==> src/rtl/core/dctb_ram.sv <==
// Generic single-port-write, single-port-read RAM with registered read.
module dctb_ram #(
   parameter int Width = 8,
   parameter int Depth = 64
) (
   input  logic                     clock,
   input  logic                     wr_en,
   input  logic [$clog2(Depth)-1:0] wr_addr,
   input  logic [Width-1:0]         wr_data,
   input  logic [$clog2(Depth)-1:0] rd_addr,
   output logic [Width-1:0]         rd_data
);
   logic [Width-1:0] mem [Depth];

   // write port and registered read port
   always_ff @(posedge clock) begin
      if (wr_en) mem[wr_addr] <= wr_data;
      rd_data <= mem[rd_addr];
   end
endmodule

==> config.mk <==
export PLATFORM = sky130hd
export DESIGN_NAME = dctb_ram
export DESIGN_NICKNAME = d
export VERILOG_FILES = /design/src/rtl/core/dctb_ram.sv
export SDC_FILE = /design/constraint.sdc
export NUM_CORES = 1
export LEC_CHECK = 0
export BUFFER_PORTS_ARGS = -buffer_cell sky130_fd_sc_hd__buf_4
export CORE_MARGIN = 8
export CORE_UTILIZATION = 35
export CTS_BUF_LIST = sky130_fd_sc_hd__clkbuf_8
export DETAILED_ROUTE_END_ITERATION = 10
export PLACE_DENSITY = 0.52
export SYNTH_ARGS = -nofsm -noshare
export SYNTH_HDL_FRONTEND = slang
export SYNTH_SLANG_ARGS = --single-unit
export TNS_END_PERCENT = 5
==> constraint.sdc <==
create_clock -name clock -period 2.5 [get_ports clock]
set_input_delay 0.5 -clock clock [delete_from_list [all_inputs] [get_ports clock]]
set_output_delay 0.5 -clock clock [all_outputs]
set_load 0.02 [all_outputs]
==> impl_metrics.yaml, run 1 <==
die:
  die_w_um: 256.0
  dieArea_sq_um: 65560
  rows: 88
  core_sq_um: 57370
  io_pins: 30
  start_util_pct: 35.16
  die-height_um: 256.0
sta:
  finalHoldViolations: 0
  max_slew_margin_pct: 51.95
  rsz0062_at_grt: "no"
  drv_slew: 0
  fmax_mhz: 513.2
  layout_min_cycle_time_ps: 1949
  min_period_over_period_pct: 77.94
  layout_setup_ws_ps: 551.4
  max_slew.worst_pin.slew_ps: 720.7
  clock_skew_ps: 19.95
  finalSetupViolCount: 0
drt:
  routed_wl_um: 47440
  drt-initial-drc-count: 842
  routedWlPerCell_um: 24.04
  postRouteAntennaNets: 0
  drcViolationCount: 0
  dr.pass1.iters: 5
  vias_per_cell: 5.071
  vias: 10005
placement:
  dpl.hpwl_um: 29650
  finalWeightedCongestion: 0.7663
  post_dp_cell_area_sq_um: 22140
  pre_cts_ws_ps: -96.07
  io_buffers: 29
  place_inst: 1817
global_routing:
  grt_pass1_vias: 10487
  overflow: 0
  grt_pass1_wl_um: 70620
  grt_util_all_layers_pct: 14.42
  grt_max_degree: 65
  antenna_found_initial: 4
power:
  pwr_density_cell_nw_per_um2: 734.3
  p_leak_nw: 7.771
  power.total_mw: 17.40
  vdd_drop_max_mv: 0.3267
worst_setup_path:
  r2r_end: "rd_data[6]"
  crit_arrival_ps: 2460
  start_kind: "flop"
  cp_slowest_cell: "mux4_2"
  critPathBufInv: 1
  rr_worst_depth: 6
  worstPathRequired_ps: 3010
  crit_family: "multiplexers"
  critPathMaxFanout: 1
  ff2ff_setup_slack_ps: 550
  worstSetupPathType: "reg2reg"
  max_stage_delay_ps: 450
  reg2reg_from: "mem[16][6]"
  cp_cell_sequence: "mux4_2, mux2_2, o221a_2, nor3_1, buf_4, o32ai_1"
  endpoint_kind: "flop"
min_path:
  whs_path_depth: 3
  hp-class: "in2reg"
  min_from: "rd_addr[5]"
  hold-path-endpoint: "rd_data[2]"
clock_tree:
  insertion_delay_ps: 630
  hold_buffers: 0
  htree_levels: 3
  post_cts_buffers: 0
  cts_root_buf: "clkbuf_8"
  cts_tree: "done"
  numClockSinks: 520
  cts_buffers: 85
  path_clk_slew_ps: 60
  cts_resized: 0
  clockBufferDepth: 3
synth:
  synth_cell_types: 40
  ys_async_sr_fraction_pct: 0
  synthCells: 940
  ys_seq_elements: 520
  synthesis.area_sq_um: 20170
  syn-num-nets: 962
  yosysSeqAreaShare_pct: 77.03
  synth_edf_count: 512
  syn_area_per_cell_sq_um: 21.45
  yosysWarnings: 0
  synth_ff_type: "edfxtp_1"
status:
  status: "complete, no violations"
finish:
  finalInstanceArea_sq_um: 23690
  num-fill-cells: 5074
  fin_util_pct: 41.30
  fin_nets: 1161
  finalNonFillerCells: 1973
  area_growth_pct: 17.48
  layout-drive-gt1-share_pct: 33.42
job:
  max_cap_violations: 0
==> worst max-delay path by stage <==
| stage | startpoint | endpoint | slack [ps] | cells past startpoint |
|---|---|---|---|---|
| 2_1_floorplan | rd_addr[1] | rd_data[3] | 330 | 7 |
| 3_3_place_gp | rd_addr[0] | rd_data[7] | -160 | 7 |
| 3_5_place_dp | rd_addr[0] | rd_data[7] | -100 | 7 |
| 4_1_cts | mem[16][6] | rd_data[6] | 540 | 6 |
| 5_1_grt | mem[16][6] | rd_data[6] | 480 | 6 |
| 6_report | mem[16][6] | rd_data[6] | 550 | 6 |
==> worst min-delay path, stage by stage <==
cell       delay [ps]
buf_4             180
nand2_1            90
o2bb2ai_1          50
==> per-stage QoR <==
| stage | TNS (ps) | hold WS (ps) |
|---|---|---|
| 6_report | 0 | 248.2 |
| 5_1_grt | 0 | 212.1 |
| 4_1_cts | 0 | 181.0 |
| 3_5_place_dp | -199.2 | 857.6 |
| 3_3_place_gp | -210.2 | 834.7 |
| 2_1_floorplan | 0 | 598.9 |
==> area by class of cell <==
cell class                 instances  area [sq um]  area share, %
multi-input combinational        369          4315          18.21
antenna                            2         5.005        0.02112
clock inverter                    63         296.5          1.252
tap                              765         957.2          4.040
timing repair buffer             163          1330          5.614
sequential                       520         15530          65.57
clock buffer                      91          1252          5.286
==> layer usage <==
layer | up-vias | routed length, um | global-route usage, %
li1 | 4352 | - | -
met1 | 5308 | 21130 | 19.79
met2 | 284 | 22660 | 22.83
met3 | 59 | 2701 | 2.977
met4 | 2 | 934 | 4.772
met5 | - | 12 | 0
==> power by group <==
part,total [mW],switching [mW],internal (mW),leakage [nW]
registers,9.69,0.0342,9.65,4.67
clock network,6.72,3.18,3.54,0.946
logic,0.990,0.579,0.412,2.15
total,17.4,3.79,13.6,7.77
==> state kept, by name, summed over array words and instances, names as in the netlist <==
| name | flops |
|---|---|
| mem | 512 |
| rd_data | 8 |
==> cell families (layout without fill, tap and decap cells) <==
logic type      count (synthesis)  in the layout  synth area share, %
compound gates                 54             54                2.072
flops                         520            520                77.03
other cells                     0              2                    0
buf+inv                        51            317                1.570
mux                           162            162                15.94
simple gates                  153            153                3.387
==> synthesized netlist by cell type, types with 6 or more instances <==
library cell / n / area [sq um]
o22ai_1: 8 / 50.05
nor2b_1: 14 / 87.58
o221ai_1: 8 / 70.07
a221oi_1: 6 / 52.55
mux4_2: 126 / 2838
dfxtp_1: 8 / 160.2
buf_2: 11 / 55.05
nand2_1: 19 / 71.32
buf_4: 13 / 97.59
edfxtp_1: 512 / 15370
nand3_1: 13 / 65.06
mux2_2: 13 / 146.4
clkbuf_1: 17 / 63.81
nor2_1: 83 / 311.6
nor3_1: 7 / 35.03
nand2b_1: 7 / 43.79
mux2i_1: 23 / 230.2
==> cell usage in the layout (no fill, tap or decap), types with 4 or more instances in the layout <==
cell and n:
edfxtp_1 512, inv_1 41, buf_12 8, clkinv_1 14, clkinv_2 6, nor2b_1 14
o221ai_1 8, nand3_1 13, o22ai_1 8, mux2i_1 23, dfxtp_1 8, a211oi_1 4
buf_4 154, clkbuf_8 92, mux4_2 126, mux2_2 13, a221oi_1 6, nor2_1 83
nand2b_1 7, nand2_1 19, nor3_1 7
Power figures use the tool's default switching activity.
==> run 2: changes to the inputs <==
--- a/config.mk
+++ b/config.mk
@@ -10,7 +10,7 @@
 export CORE_UTILIZATION = 35
 export CTS_BUF_LIST = sky130_fd_sc_hd__clkbuf_8
 export DETAILED_ROUTE_END_ITERATION = 10
-export PLACE_DENSITY = 0.52
+export PLACE_DENSITY = 0.54
 export SYNTH_ARGS = -nofsm -noshare
 export SYNTH_HDL_FRONTEND = slang
 export SYNTH_SLANG_ARGS = --single-unit
==> constraint.sdc (replaced) <==
create_clock -name clock -period 1.7 [get_ports clock]
set_input_delay 0.34 -clock clock [delete_from_list [all_inputs] [get_ports clock]]
set_output_delay 0.34 -clock clock [all_outputs]
set_load 0.02 [all_outputs]
==> impl_metrics.yaml, run 2 (synthesis gave the netlist of run 1 again) <==
global_routing:
  grt_pass1_wl_um: 72790
  antenna_found_initial: 2
  overflow: 0
  grt_max_degree: 65
  grt_util_all_layers_pct: 14.89
  grt_pass1_vias: 11030
finish:
  finalInstanceArea_sq_um: 24190
  area_growth_pct: 19.96
  fin_nets: 1207
  final_cell_mix: "512 x edfxtp_1, 193 x buf_4, 126 x mux4_2"
  largest_reg_flops: 512
  layout_commonest_cell: "edfxtp_1"
  num-fill-cells: 5035
  top_regs: "mem: 512 flops, rd_data: 8 flops"
  layout-drive-gt1-share_pct: 38.11
  fin_util_pct: 42.17
  largest_register: "mem"
clock_tree:
  cts_buffers: 86
  htree_levels: 3
  hold_buffers: 0
  cts_tree: "done"
  post_cts_buffers: 0
  path_clk_slew_ps: 60
  cts_root_buf: "clkbuf_8"
  insertion_delay_ps: 640
  numClockSinks: 520
  clockBufferDepth: 3
worst_setup_path:
  crit_arrival_ps: 2380
  critPathMaxFanout: 1
  worstPathRequired_ps: 2240
  endpoint_kind: "flop"
  worstSetupPathType: "reg2reg"
  start_kind: "flop"
drt:
  routed_wl_um: 48680
  vias_per_cell: 5.074
  postRouteAntennaNets: 0
  drcViolationCount: 0
  dr.pass1.iters: 5
  drt-initial-drc-count: 834
  routedWlPerCell_um: 24.16
  vias: 10224
sta:
  fmax_mhz: 542.4
  finalHoldViolations: 0
  finalSetupViolCount: 7
  layout_setup_ws_ps: -143.7
  min_period_over_period_pct: 108.5
  clock_skew_ps: 17.67
  max_slew.worst_pin.slew_ps: 720.4
  rsz0062_at_grt: "yes"
  whs_ps: 54.49
  drv_slew: 0
  max_slew_margin_pct: 51.97
  tns_ps: -649.9
  layout_min_cycle_time_ps: 1844
power:
  clkPwrFrac_pct: 38.0
  switching_share_pct: 22.77
  combPwrFrac_pct: 6.2
  intPower_mw: 19.74
  vdd_drop_max_mv: 0.5733
  p_leak_nw: 7.955
  power.total_mw: 25.56
  pwr_density_cell_nw_per_um2: 1057
  p_switching_mw: 5.822
  pwr-share-seq_pct: 55.7
job:
  max_cap_violations: 0
die:
  core_sq_um: 57370
  rows: 88
  start_util_pct: 35.16
  die-height_um: 256.0
  die_w_um: 256.0
  io_pins: 30
  dieArea_sq_um: 65560
placement:
  finalWeightedCongestion: 0.7757
  dpl.hpwl_um: 31640
  post_dp_cell_area_sq_um: 22590
  io_buffers: 29
min_path:
  hp-class: "in2reg"
status:
  status: "finished with violations"
  violations: "negative setup slack"
-- run 2: cell count changes in the layout (fill, tap and decap cells not counted), sizes merged --
cell      delta
buf         +45
bufinv       -2
clkbuf       -2
clkinv      +16
clkinvlp     +4
diode        -1
inv         -18
-- run 2: power by group through the flow --
stage	clock network (mW)	registers (mW)	logic, mW
after global routing	10.6	14.2	1.70
after global placement	0	14.5	1.57
after floorplan	0	14.5	0.776
after detailed placement	0	14.5	1.59
final	9.72	14.2	1.59
after CTS	10.1	14.2	1.62
-- run 2: timing repair --
action / CTS / global route
gates resized for setup: 19 / 7
pin swaps: 4 / 2
endpoints found under the setup margin: 9 / 8
-- run 2: cell type report --
type | instances | area [sq um] | share of cell area, %
clock buffers | 89 | 1225 | 5.063
well taps | 765 | 957.2 | 3.957
multi-input cells | 369 | 4453 | 18.41
clock inverters | 63 | 275.3 | 1.138
repair buffers | 208 | 1743 | 7.205
flip-flops and latches | 520 | 15540 | 64.22
diodes | 1 | 2.502 | 0.01034
-- run 2: per-stage QoR --
stage | cells | worst slack (ps)
after floorplan | 940 | -188.5
after global placement | 1864 | -794.5
after detailed placement | 1864 | -783.4
final | 2015 | -143.7
after global routing | 2015 | -206.7
after CTS | 2014 | -163.0
-- run 2: path summary, 6_finish.rpt --
kind / start / to / slack [ps] / cells after the start
worst min register to register: mem[23][0] / rd_data[0] / 810 / 4
worst min-delay path: wr_data[7] / mem[7][7] / 50 / 1
worst max-delay path: mem[14][1] / rd_data[1] / -140 / 5
worst max register to register: mem[14][1] / rd_data[1] / -140 / 5
-- run 2: critical path, stage by stage, from the launching register on --
cell and delay [ps]:
edfxtp_1 370, mux4_2 500, mux4_2 570, nor2_4 120
nor3_2 50, o2bb2ai_1 120
-- run 2: layer usage --
layer  up-vias  track usage, %  part of all wire (%)
met5         -               0                 0.023
met4         2           4.898                   2.5
met3        89           3.873                   5.5
met2       284           23.84                    48
met1      5414           19.71                    44
li1       4435               -                     -
